===== src/hdl/crt_pkg.sv =====
`default_nettype none
package crt_pkg;
   typedef enum logic [1:0] {
      OP_CHUNK   = 2'd0,
      OP_QUERY   = 2'd1,
      OP_RELEASE = 2'd2,
      OP_NONE    = 2'd3
   } op_type;

   typedef enum logic [2:0] {
      ST_ACCEPTED  = 3'd0,
      ST_DUPLICATE = 3'd1,
      ST_BAD_CHUNK = 3'd2,
      ST_BOUNDS    = 3'd3,
      ST_INVALID   = 3'd4,
      ST_FULL      = 3'd5,
      ST_NOT_FOUND = 3'd6,
      ST_DONE      = 3'd7
   } status_type;

   localparam logic [0:0] CSR_MAX_CHUNK_BYTES  = 1'd0;
   localparam logic [0:0] CSR_MAX_TOTAL_LENGTH = 1'd1;
   localparam logic [15:0] RESET_MAX_CHUNK_BYTES  = 16'd476;
   localparam logic [23:0] RESET_MAX_TOTAL_LENGTH = 24'd8388608;
   localparam logic [6:0] PERCENT_FULL = 7'd100;
   localparam logic [6:0] PERCENT_CAP  = 7'd99;

   typedef struct packed {
      logic [1:0]  operation;
      logic [15:0] command_id;
      logic [15:0] total_chunks;
      logic [23:0] total_length;
      logic [15:0] chunk_number;
      logic [23:0] chunk_offset;
      logic [23:0] chunk_length;
   } req_type;

   typedef struct packed {
      logic [2:0]  status;
      logic [2:0]  slot_index;
      logic [23:0] write_offset;
      logic [23:0] write_length;
      logic [6:0]  percent;
      logic        complete;
   } rsp_type;

   typedef enum logic [2:0] {
      BK_IDLE,
      BK_LOOKUP,
      BK_APPLY,
      BK_DIVIDE,
      BK_EMIT
   } back_state_type;
endpackage
`default_nettype wire


===== src/hdl/crt_if.sv =====
`default_nettype none
interface crt_req_if;
   logic                 valid;
   logic                 ready;
   crt_pkg::req_type     payload;
   modport source (output valid, output payload, input ready);
   modport sink (input valid, input payload, output ready);
endinterface

interface crt_rsp_if;
   logic                 valid;
   logic                 ready;
   crt_pkg::rsp_type     payload;
   modport source (output valid, output payload, input ready);
   modport sink (input valid, input payload, output ready);
endinterface
`default_nettype wire


===== src/hdl/crt_front.sv =====
`default_nettype none
// Input stage: drops the unused operation code and queues items in a two entry FIFO.
module crt_front (
   input  wire logic              clock,
   input  wire logic              reset,
   crt_req_if.sink                req,
   output crt_pkg::req_type       q_data,
   output logic                   q_valid,
   input  wire logic              q_pop
);
   crt_pkg::req_type mem_ff [2];
   logic [0:0] wp_ff, wp_in, rp_ff, rp_in;
   logic [1:0] cnt_ff, cnt_in;
   logic push;

   assign req.ready = (cnt_ff != 2'd2);
   assign push = req.valid && req.ready &&
      (req.payload.operation != crt_pkg::OP_NONE);
   assign q_valid = (cnt_ff != 2'd0);
   assign q_data = mem_ff[rp_ff];

   always_comb begin
      wp_in = wp_ff + 1'b1;
      rp_in = rp_ff + 1'b1;
      cnt_in = cnt_ff + {1'b0, push} - {1'b0, q_pop};
   end

   always_ff @(posedge clock) begin
      if (reset) begin
         wp_ff <= '0;
         rp_ff <= '0;
         cnt_ff <= '0;
      end else begin
         if (push) wp_ff <= wp_in;
         if (q_pop) rp_ff <= rp_in;
         cnt_ff <= cnt_in;
      end
   end

   always_ff @(posedge clock) begin
      if (push) mem_ff[wp_ff] <= req.payload;
   end
endmodule
`default_nettype wire


===== src/hdl/crt_back.sv =====
`default_nettype none
// Slot table, checks and progress divide, plus the output register.
module crt_back #(
   parameter int NUM_SLOTS = 8,
   parameter int MAX_CHUNKS = 64
) (
   input  wire logic              clock,
   input  wire logic              reset,
   input  crt_pkg::req_type       q_data,
   input  wire logic              q_valid,
   output logic                   q_pop,
   input  wire logic [15:0]       max_chunk_bytes,
   input  wire logic [23:0]       max_total_length,
   crt_rsp_if.source              rsp
);
   localparam int SW = (NUM_SLOTS > 1) ? $clog2(NUM_SLOTS) : 1;
   localparam int CW = $clog2(MAX_CHUNKS + 1);
   localparam int MW = (MAX_CHUNKS > 1) ? $clog2(MAX_CHUNKS) : 1;
   localparam int RW = CW + 7;

   logic [NUM_SLOTS-1:0]  used_ff, used_in;
   logic [NUM_SLOTS-1:0]  valid_ff;
   logic [15:0]           id_ff [NUM_SLOTS];
   logic [CW-1:0]         chunks_ff [NUM_SLOTS];
   logic [CW-1:0]         present_ff [NUM_SLOTS];
   logic [23:0]           length_ff [NUM_SLOTS];
   logic [MAX_CHUNKS-1:0] map_ff [NUM_SLOTS];

   crt_pkg::back_state_type state_ff, state_in;
   crt_pkg::req_type        item_ff;
   logic [SW-1:0]           slot_ff, slot_in;
   logic                    hit_ff, hit_in, free_ff, free_in;
   logic [39:0]             prod_ff;
   logic                    sv_ff, sv_in;
   logic [CW-1:0]           sc_ff, sc_in, sp_ff, sp_in;
   crt_pkg::rsp_type        out_ff, out_in;
   logic                    ov_ff;
   logic                    div_ff;
   logic [6:0]              num_cnt_ff;
   logic [RW-1:0]           rem_ff;
   logic [6:0]              quo_ff;
   logic [2:0]              div_step_ff;

   logic [SW-1:0] hit_idx, free_idx;
   logic hit_any, free_any;
   logic in_bad;
   logic wr_alloc, wr_set, wr_release;
   logic [MW-1:0] cbit;
   logic start_div, div_done;

   always_comb begin
      hit_any = 1'b0; free_any = 1'b0; hit_idx = '0; free_idx = '0;
      for (int i = NUM_SLOTS - 1; i >= 0; i--) begin
         if (used_ff[i] && id_ff[i] == item_ff.command_id) begin
            hit_any = 1'b1; hit_idx = SW'(i);
         end
         if (!used_ff[i]) begin
            free_any = 1'b1; free_idx = SW'(i);
         end
      end
   end

   assign in_bad = (item_ff.total_chunks == 16'd0) || (item_ff.total_length == 24'd0) ||
      (item_ff.total_length > max_total_length) ||
      ({8'd0, item_ff.total_chunks} > item_ff.total_length) ||
      ({16'd0, item_ff.total_length} > prod_ff) ||
      ({16'd0, item_ff.total_chunks} > 32'(MAX_CHUNKS));

   assign cbit = MW'(item_ff.chunk_number);
   assign rsp.valid = ov_ff;
   assign rsp.payload = out_ff;

   always_comb begin
      state_in = state_ff;
      q_pop = 1'b0;
      slot_in = slot_ff; hit_in = hit_ff; free_in = free_ff;
      sv_in = sv_ff; sc_in = sc_ff; sp_in = sp_ff;
      out_in = out_ff;
      wr_alloc = 1'b0; wr_set = 1'b0; wr_release = 1'b0;
      used_in = used_ff;
      start_div = 1'b0;
      case (state_ff)
         crt_pkg::BK_IDLE: begin
            if (q_valid && !ov_ff) begin
               q_pop = 1'b1;
               state_in = crt_pkg::BK_LOOKUP;
            end
         end
         crt_pkg::BK_LOOKUP: begin
            hit_in = hit_any; free_in = free_any;
            slot_in = hit_any ? hit_idx : free_idx;
            state_in = crt_pkg::BK_APPLY;
         end
         crt_pkg::BK_APPLY: begin
            out_in = '0;
            out_in.slot_index = 3'(slot_ff);
            state_in = crt_pkg::BK_EMIT;
            sv_in = valid_ff[slot_ff];
            sc_in = chunks_ff[slot_ff];
            sp_in = present_ff[slot_ff];
            case (crt_pkg::op_type'(item_ff.operation))
               crt_pkg::OP_QUERY: begin
                  if (!hit_ff) begin
                     out_in.status = crt_pkg::ST_NOT_FOUND;
                     out_in.slot_index = '0;
                  end else begin
                     start_div = 1'b1;
                     state_in = crt_pkg::BK_DIVIDE;
                  end
               end
               crt_pkg::OP_RELEASE: begin
                  if (!hit_ff) begin
                     out_in.status = crt_pkg::ST_NOT_FOUND;
                     out_in.slot_index = '0;
                  end else begin
                     used_in[slot_ff] = 1'b0;
                     out_in.status = crt_pkg::ST_ACCEPTED;
                  end
               end
               crt_pkg::OP_CHUNK: begin
                  if (!hit_ff && !free_ff) begin
                     out_in.status = crt_pkg::ST_FULL;
                     out_in.slot_index = '0;
                  end else begin
                     if (!hit_ff) begin
                        wr_alloc = 1'b1;
                        used_in[slot_ff] = 1'b1;
                        sv_in = !in_bad;
                        sc_in = in_bad ? '0 : CW'(item_ff.total_chunks);
                        sp_in = '0;
                     end
                     if (!sv_in) begin
                        out_in.status = crt_pkg::ST_INVALID;
                     end else begin
                        start_div = 1'b1;
                        state_in = crt_pkg::BK_DIVIDE;
                        if ({16'd0, item_ff.chunk_number} >= 32'(sc_in)) begin
                           out_in.status = crt_pkg::ST_BAD_CHUNK;
                        end else if (item_ff.chunk_length >
                              (hit_ff ? length_ff[slot_ff] : item_ff.total_length) ||
                              item_ff.chunk_offset >
                              (hit_ff ? length_ff[slot_ff] : item_ff.total_length) -
                              item_ff.chunk_length) begin
                           out_in.status = crt_pkg::ST_BOUNDS;
                        end else if (hit_ff && map_ff[slot_ff][cbit]) begin
                           out_in.status = crt_pkg::ST_DUPLICATE;
                        end else begin
                           wr_set = 1'b1;
                           sp_in = sp_in + 1'b1;
                           out_in.write_offset = item_ff.chunk_offset;
                           out_in.write_length = item_ff.chunk_length;
                           out_in.status = (sp_in == sc_in) ? crt_pkg::ST_DONE :
                              crt_pkg::ST_ACCEPTED;
                        end
                     end
                  end
               end
               default: begin
                  state_in = crt_pkg::BK_IDLE;
               end
            endcase
         end
         crt_pkg::BK_DIVIDE: begin
            if (div_done) begin
               state_in = crt_pkg::BK_EMIT;
               if (item_ff.operation == crt_pkg::OP_QUERY) begin
                  out_in.status = !sv_ff ? crt_pkg::ST_INVALID :
                     (sp_ff == sc_ff) ? crt_pkg::ST_DONE : crt_pkg::ST_ACCEPTED;
               end
               if (!sv_ff || sc_ff == '0) begin
                  out_in.percent = '0;
               end else if (sp_ff == sc_ff) begin
                  out_in.percent = crt_pkg::PERCENT_FULL;
               end else begin
                  out_in.percent = (quo_ff > crt_pkg::PERCENT_CAP) ?
                     crt_pkg::PERCENT_CAP : quo_ff;
               end
               out_in.complete = sv_ff && (sp_ff == sc_ff);
            end
         end
         crt_pkg::BK_EMIT: begin
            state_in = crt_pkg::BK_IDLE;
         end
         default: begin
            state_in = crt_pkg::BK_IDLE;
         end
      endcase
   end

   assign div_done = div_ff && (div_step_ff == 3'd0) && (num_cnt_ff == 7'd0);

   always_ff @(posedge clock) begin
      if (reset) begin
         state_ff <= crt_pkg::BK_IDLE;
         used_ff <= '0;
         ov_ff <= 1'b0;
         div_ff <= 1'b0;
      end else begin
         state_ff <= state_in;
         used_ff <= used_in;
         if (state_ff == crt_pkg::BK_EMIT) ov_ff <= 1'b1;
         else if (rsp.ready) ov_ff <= 1'b0;
         if (start_div) div_ff <= 1'b1;
         else if (div_done) div_ff <= 1'b0;
      end
   end

   // Restoring divide of present*100 by chunks, one quotient bit a cycle.
   always_ff @(posedge clock) begin
      item_ff <= (q_pop) ? q_data : item_ff;
      prod_ff <= {24'd0, item_ff.total_chunks} * {24'd0, max_chunk_bytes};
      slot_ff <= slot_in; hit_ff <= hit_in; free_ff <= free_in;
      sv_ff <= sv_in; sc_ff <= sc_in; sp_ff <= sp_in;
      out_ff <= out_in;
      if (start_div) begin
         num_cnt_ff <= 7'(sp_in * 7'd100 >> 0);
         rem_ff <= {7'd0, sp_in} * RW'(100);
         quo_ff <= '0;
         div_step_ff <= 3'd7;
      end else if (div_ff && div_step_ff != 3'd0) begin
         div_step_ff <= div_step_ff - 3'd1;
         num_cnt_ff <= 7'd0;
         quo_ff <= (rem_ff >= ({{7{1'b0}}, sc_ff} << (div_step_ff - 3'd1))) ?
            quo_ff | (7'd1 << (div_step_ff - 3'd1)) : quo_ff;
         rem_ff <= (rem_ff >= ({{7{1'b0}}, sc_ff} << (div_step_ff - 3'd1))) ?
            rem_ff - ({{7{1'b0}}, sc_ff} << (div_step_ff - 3'd1)) : rem_ff;
      end else begin
         num_cnt_ff <= 7'd0;
      end
      if (wr_alloc) begin
         id_ff[slot_ff] <= item_ff.command_id;
         valid_ff[slot_ff] <= sv_in;
         chunks_ff[slot_ff] <= sc_in;
         length_ff[slot_ff] <= in_bad ? 24'd0 : item_ff.total_length;
      end
      // A fresh slot starts with an empty map, holding only the first chunk if it is taken.
      if (wr_alloc) begin
         map_ff[slot_ff] <= wr_set ? (MAX_CHUNKS'(1) << cbit) : '0;
      end else if (wr_set) begin
         map_ff[slot_ff][cbit] <= 1'b1;
      end
      if (wr_alloc || wr_set) begin
         present_ff[slot_ff] <= sp_in;
      end
   end
endmodule
`default_nettype wire


===== src/hdl/chunk_reassembly_tracker.sv =====
`default_nettype none
// Chunk reassembly tracker.
// Items arrive on req (valid/ready): chunk arrival, progress query or slot
// release, keyed by command id. Each item yields one result word on rsp:
// a status, the slot used, the write window of an accepted chunk, the
// progress percentage and a completion flag. Operation code three is
// dropped without a result.
// The csr port sets the largest chunk payload and total length; the user
// must write it only while the block is idle, the block does not enforce it.
// A two word queue decouples acceptance from the slot table engine. The
// engine takes a word from the queue when idle with no result waiting,
// then passes through lookup, apply and, for a query that finds its slot or
// a chunk on a valid slot, a seven step restoring divide for the percentage,
// then loads the result register. It takes its next word only after the
// result has been taken, so it works on one item at a time.
// A waiting result stalls the engine, the queue then fills and req.ready
// falls. Reset clears the queue, the slot usage bits and the result valid;
// slot contents are rewritten on allocation.
module chunk_reassembly_tracker #(
   parameter int NUM_SLOTS = 8,
   parameter int MAX_CHUNKS = 64
) (
   input  wire logic        clock,
   input  wire logic        reset,
   crt_req_if.sink          req,
   crt_rsp_if.source        rsp,
   input  wire logic        csr_write_enable,
   input  wire logic [0:0]  csr_index,
   input  wire logic [23:0] csr_write_data
);
   logic [15:0] max_chunk_bytes_ff;
   logic [23:0] max_total_length_ff;
   crt_pkg::req_type q_data;
   logic q_valid, q_pop;

   always_ff @(posedge clock) begin
      if (reset) begin
         max_chunk_bytes_ff <= crt_pkg::RESET_MAX_CHUNK_BYTES;
         max_total_length_ff <= crt_pkg::RESET_MAX_TOTAL_LENGTH;
      end else if (csr_write_enable) begin
         if (csr_index == crt_pkg::CSR_MAX_CHUNK_BYTES)
            max_chunk_bytes_ff <= csr_write_data[15:0];
         else
            max_total_length_ff <= csr_write_data;
      end
   end

   crt_front u_front (
      .clock(clock), .reset(reset), .req(req),
      .q_data(q_data), .q_valid(q_valid), .q_pop(q_pop)
   );

   crt_back #(.NUM_SLOTS(NUM_SLOTS), .MAX_CHUNKS(MAX_CHUNKS)) u_back (
      .clock(clock), .reset(reset), .q_data(q_data), .q_valid(q_valid),
      .q_pop(q_pop), .max_chunk_bytes(max_chunk_bytes_ff),
      .max_total_length(max_total_length_ff), .rsp(rsp)
   );
endmodule
`default_nettype wire


===== src/flat_wrapper.sv =====
// flat-port wrapper written by rule: the top's interface ports become plain ports
module chunk_reassembly_tracker_flat 
#(
   parameter int NUM_SLOTS = 8,
   parameter int MAX_CHUNKS = 64
)
  (clock, reset, csr_write_enable, csr_index, csr_write_data, req_valid, req_payload, req_ready, rsp_valid, rsp_payload, rsp_ready);
  crt_req_if req_i ();
  crt_rsp_if rsp_i ();
  input  wire logic clock;
  input  wire logic reset;
  input  wire logic csr_write_enable;
  input  wire logic [0:0] csr_index;
  input  wire logic [23:0] csr_write_data;
  input wire logic [$bits(req_i.valid)-1:0] req_valid;
  input wire logic [$bits(req_i.payload)-1:0] req_payload;
  output wire logic [$bits(req_i.ready)-1:0] req_ready;
  output wire logic [$bits(rsp_i.valid)-1:0] rsp_valid;
  output wire logic [$bits(rsp_i.payload)-1:0] rsp_payload;
  input wire logic [$bits(rsp_i.ready)-1:0] rsp_ready;
  assign req_i.valid = req_valid;
  assign req_i.payload = req_payload;
  assign req_ready = req_i.ready;
  assign rsp_valid = rsp_i.valid;
  assign rsp_payload = rsp_i.payload;
  assign rsp_i.ready = rsp_ready;
  chunk_reassembly_tracker #(.NUM_SLOTS(NUM_SLOTS), .MAX_CHUNKS(MAX_CHUNKS)) u_core (.clock(clock), .reset(reset), .req(req_i), .rsp(rsp_i), .csr_write_enable(csr_write_enable), .csr_index(csr_index), .csr_write_data(csr_write_data));
endmodule

===== config.mk =====
export PLATFORM = sky130hd
export DESIGN_NAME = chunk_reassembly_tracker_flat
export DESIGN_NICKNAME = d
export VERILOG_FILES = /design/src/hdl/crt_pkg.sv /design/src/hdl/crt_if.sv /design/src/hdl/crt_front.sv /design/src/hdl/crt_back.sv /design/src/hdl/chunk_reassembly_tracker.sv /design/src/flat_wrapper.sv
export SDC_FILE = /design/constraint.sdc
export NUM_CORES = 2
export LEC_CHECK = 0
export BUFFER_PORTS_ARGS = -buffer_cell sky130_fd_sc_hd__buf_4
export CORE_MARGIN = 4
export CORE_UTILIZATION = 57
export DETAILED_ROUTE_END_ITERATION = 7
export PLACE_DENSITY = 0.75
export RECOVER_POWER = 25
export SYNTH_ARGS = -nofsm -noshare
export SYNTH_HDL_FRONTEND = slang
export SYNTH_SLANG_ARGS = --single-unit

===== constraint.sdc =====
create_clock -name clock -period 10 [get_ports clock]
set_clock_uncertainty 0.05 [all_clocks]
set_input_delay 2 -clock clock [delete_from_list [all_inputs] [get_ports clock]]
set_output_delay 2 -clock clock [all_outputs]
set_load 0.03 [all_outputs]

==> flow_summary.json <==
{
  "outcome": "complete, but fails checks",
  "violations": "max-capacitance violations, max-slew violations",
  "area_delta_synth_final_pct": 10.95,
  "numCtsBuffers": 152,
  "worst_slew_pin_slew_ns": 4.185,
  "io_pins": 216,
  "worst_ep_arrival_time_ns": 9.95,
  "fillers": 9357,
  "synth_nets": 6171,
  "yosys_register_bits": 1521,
  "cp_num_buf_inv": 2,
  "grt_overflow": 0,
  "fp-row-count": 132,
  "final_cell_area_um2": 82730,
  "synth_ff_type": "edfxtp_1",
  "ant_nets": 0,
  "cp-end-kind": "flop",
  "vias_per_cell": 6.065,
  "dieHeight_um": 369.7,
  "die_w_um": 369.7,
  "clk_latency_ns": 0.79,
  "period_share_pct": 94.97,
  "numPortBuffers": 215,
  "start_util_pct": 57.51,
  "drive_gt1_share_pct": 15.33,
  "place_inst": 7306,
  "powerDensity_nw_per_um2": 345.1,
  "critPathMaxFanout": 17,
  "synth_edf_count": 1397,
  "cp.required_ns": 10.45,
  "preCtsSetupSlack_ns": 0.2328,
  "crit_family": "compound AO/OA/AOI/OAI gates",
  "rsz0062_at_grt": "no",
  "dieArea_um2": 136700,
  "grt_first_pass_wirelength_mm": 278.8,
  "grt_pass1_vias": 47140,
  "syn_area_um2": 74560,
  "drt-total-wl_mm": 180.6,
  "crit_slowest_cell": "clkbuf_1",
  "postSynthCellCount": 5550,
  "gr-usage-all-layers_pct": 26.75,
  "root_buffer": "clkbuf_16",
  "final_max_slew_viol_count": 458,
  "finalSetupViolCount": 0,
  "critPathMaxStageDelay_ns": 0.71,
  "synth.distinct_cells": 77,
  "fin_nets": 6342,
  "path_class": "reg2reg",
  "drc": 0,
  "first_pass_iters": 5,
  "max_freq_mhz": 105.3,
  "placed_area_um2": 78070,
  "hold_violations": 0,
  "yosysWarnings": 0,
  "routabilityCongestion": 0.8715,
  "syn_area_per_cell_um2": 13.43,
  "fin_setup_tns_ns": 0,
  "slew_headroom_pct": -179.0,
  "p_total_mw": 28.55,
  "antenna_found_initial": 3,
  "multi_input_area_um2": 27720,
  "post_drt_wl_per_cell_um": 23.82,
  "maxCapViolations": 9,
  "cts.htree.levels": 4,
  "ir_drop_mv": 1.009,
  "startpoint_type": "flop",
  "clock-sinks": 1521,
  "post-dp-hpwl_mm": 112.6,
  "register_area_um2": 44440,
  "core_area_um2": 129600,
  "seq_area_frac_synth_pct": 59.59,
  "timing.final.crit_period_ns": 9.497,
  "mostFrequentLayoutCell": "edfxtp_1",
  "clkTransAtPathRegs_ns": 0.06,
  "drtIter0Drc": 4876,
  "min_path_type": "reg2reg",
  "vias": 46000,
  "cts_tree": "done",
  "layout_common_cells": "edfxtp_1, nor2_1, nand2_1, inv_1, ha_1",
  "p_leak_nw": 27.83,
  "grt_start_max_net_pins": 101,
  "clk_path_buf_depth": 3,
  "fin_ws_ns": 0.5033,
  "fin_cells": 7584,
  "synthArstFlopShare_pct": 0
}
-- layout make-up --
type / instances / share of cell area (%)
Tap cell: 1742 / 2.635
Multi-Input combinational cell: 3371 / 33.50
Clock inverter: 71 / 0.9559
Sequential cell: 1521 / 53.72
Clock buffer: 202 / 4.973
Inverter: 363 / 1.647
Antenna cell: 2 / 0.006050
Timing Repair Buffer: 312 / 2.555
-- synth_stat cells, types with 11 or more instances --
cell / n / area share [%]
buf_2: 19 / 0.13
clkbuf_1: 225 / 1.1
xnor2_1: 149 / 1.8
nand3_1: 68 / 0.46
mux2_2: 139 / 2.1
nor2_1: 780 / 3.9
mux2i_1: 73 / 0.98
ha_1: 271 / 4.5
nand3b_1: 12 / 0.12
nand2_1: 382 / 1.9
a211oi_1: 26 / 0.26
a31oi_1: 27 / 0.23
and2_1: 117 / 0.98
inv_1: 362 / 1.8
nor4_1: 37 / 0.31
a21oi_2: 60 / 0.70
o21ai_0: 80 / 0.54
a21o_1: 48 / 0.48
o21a_1: 15 / 0.15
or2_2: 11 / 0.092
a21oi_1: 177 / 1.2
dfxtp_1: 124 / 3.3
nand4_1: 48 / 0.40
nor3_1: 102 / 0.68
and3_1: 42 / 0.35
o21bai_1: 16 / 0.16
or3_1: 17 / 0.14
nand2b_1: 31 / 0.26
nor2b_1: 28 / 0.23
fa_1: 198 / 5.3
o211ai_1: 17 / 0.17
edfxtp_1: 1397 / 56
buf_4: 17 / 0.17
buf_1: 33 / 0.17
mux4_2: 209 / 6.3
xor2_1: 61 / 0.72
-- state kept, by name (all words and copies together), names as in the netlist, 2 cells and up, named ones only --
| register | cells |
|---|---|
| u_core.max_chunk_bytes_ff | 16 |
| u_core.max_total_length_ff | 24 |
| u_core.u_back.cbit | 6 |
| u_core.u_back.chunks_ff | 56 |
| u_core.u_back.div_step_ff | 3 |
| u_core.u_back.id_ff | 128 |
| u_core.u_back.item_ff | 116 |
| u_core.u_back.length_ff | 192 |
| u_core.u_back.map_ff | 512 |
| u_core.u_back.num_cnt_ff | 5 |
| u_core.u_back.present_ff | 56 |
| u_core.u_back.prod_ff | 32 |
| u_core.u_back.quo_ff | 7 |
| u_core.u_back.rem_ff | 14 |
| u_core.u_back.rsp.payload | 62 |
| u_core.u_back.sc_ff | 7 |
| u_core.u_back.slot_ff | 3 |
| u_core.u_back.sp_ff | 7 |
| u_core.u_back.state_ff | 3 |
| u_core.u_back.valid_ff | 8 |
| u_core.u_front.cnt_ff | 2 |
| u_core.u_front.mem_ff | 244 |
-- path summary, 6_finish.rpt --
| check | start | end | slack (ns) | cells past startpoint |
|---|---|---|---|---|
| hold / removal | u_core.max_total_length_ff[18] | u_core.max_total_length_ff[18] | 0.40 | 2 |
| hold reg to reg | u_core.max_total_length_ff[18] | u_core.max_total_length_ff[18] | 0.40 | 2 |
| setup / recovery | u_core.u_back.hit_ff | u_core.u_back.rem_ff[13] | 0.50 | 36 |
| setup reg to reg | u_core.u_back.hit_ff | u_core.u_back.rem_ff[13] | 0.50 | 36 |
-- worst min-delay path, cell delays in order (launching register included) --
cell	delay, ns
dfxtp_1	0.30
nand2_1	0.05
a21oi_1	0.05
-- cells by family after synthesis --
group,after synthesis,synth area share (%)
XOR/XNOR,210,2.467
adder cells (fa/ha/maj),469,9.864
multiplexers,421,9.392
AO/OA/AOI/OAI,563,4.969
flip-flops,1521,59.59
AND/OR/NAND/NOR,1708,10.28
buffers and inverters,658,3.440
-- timing repair --
action                     CTS  global route
hold buffers                 0             0
setup buffers                0             3
setup endpoints to repair    0             3
resized for setup            0             6
-- routing by layer --
layer  vias up  track usage [%]  share of wire [%]
met1     23020            36.28                 39
met3       398            5.176                9.3
met4         0            9.533                3.5
met2      2224            43.58                 48
li1      20360                -                  -
met5         -                0                  0
-- metrics by stage --
stage | hold WS (ns) | utilization, %
global route | 0.4216 | 63.80
global placement | 0.3952 | 60.22
detailed placement | 0.3970 | 60.22
floorplan | 0.3863 | -
finish | 0.4046 | 63.81
CTS | 0.4047 | 64.00
-- where the power goes --
part	switching [mW]	internal [mW]	total, mW	leakage (nW)
clock network	2.42	3.22	5.65	2.38
registers	0.689	7.86	8.55	12.6
logic	8.30	6.05	14.4	12.8
total	11.4	17.1	28.6	27.8
No activity file was read; power rests on OpenSTA's default activity.
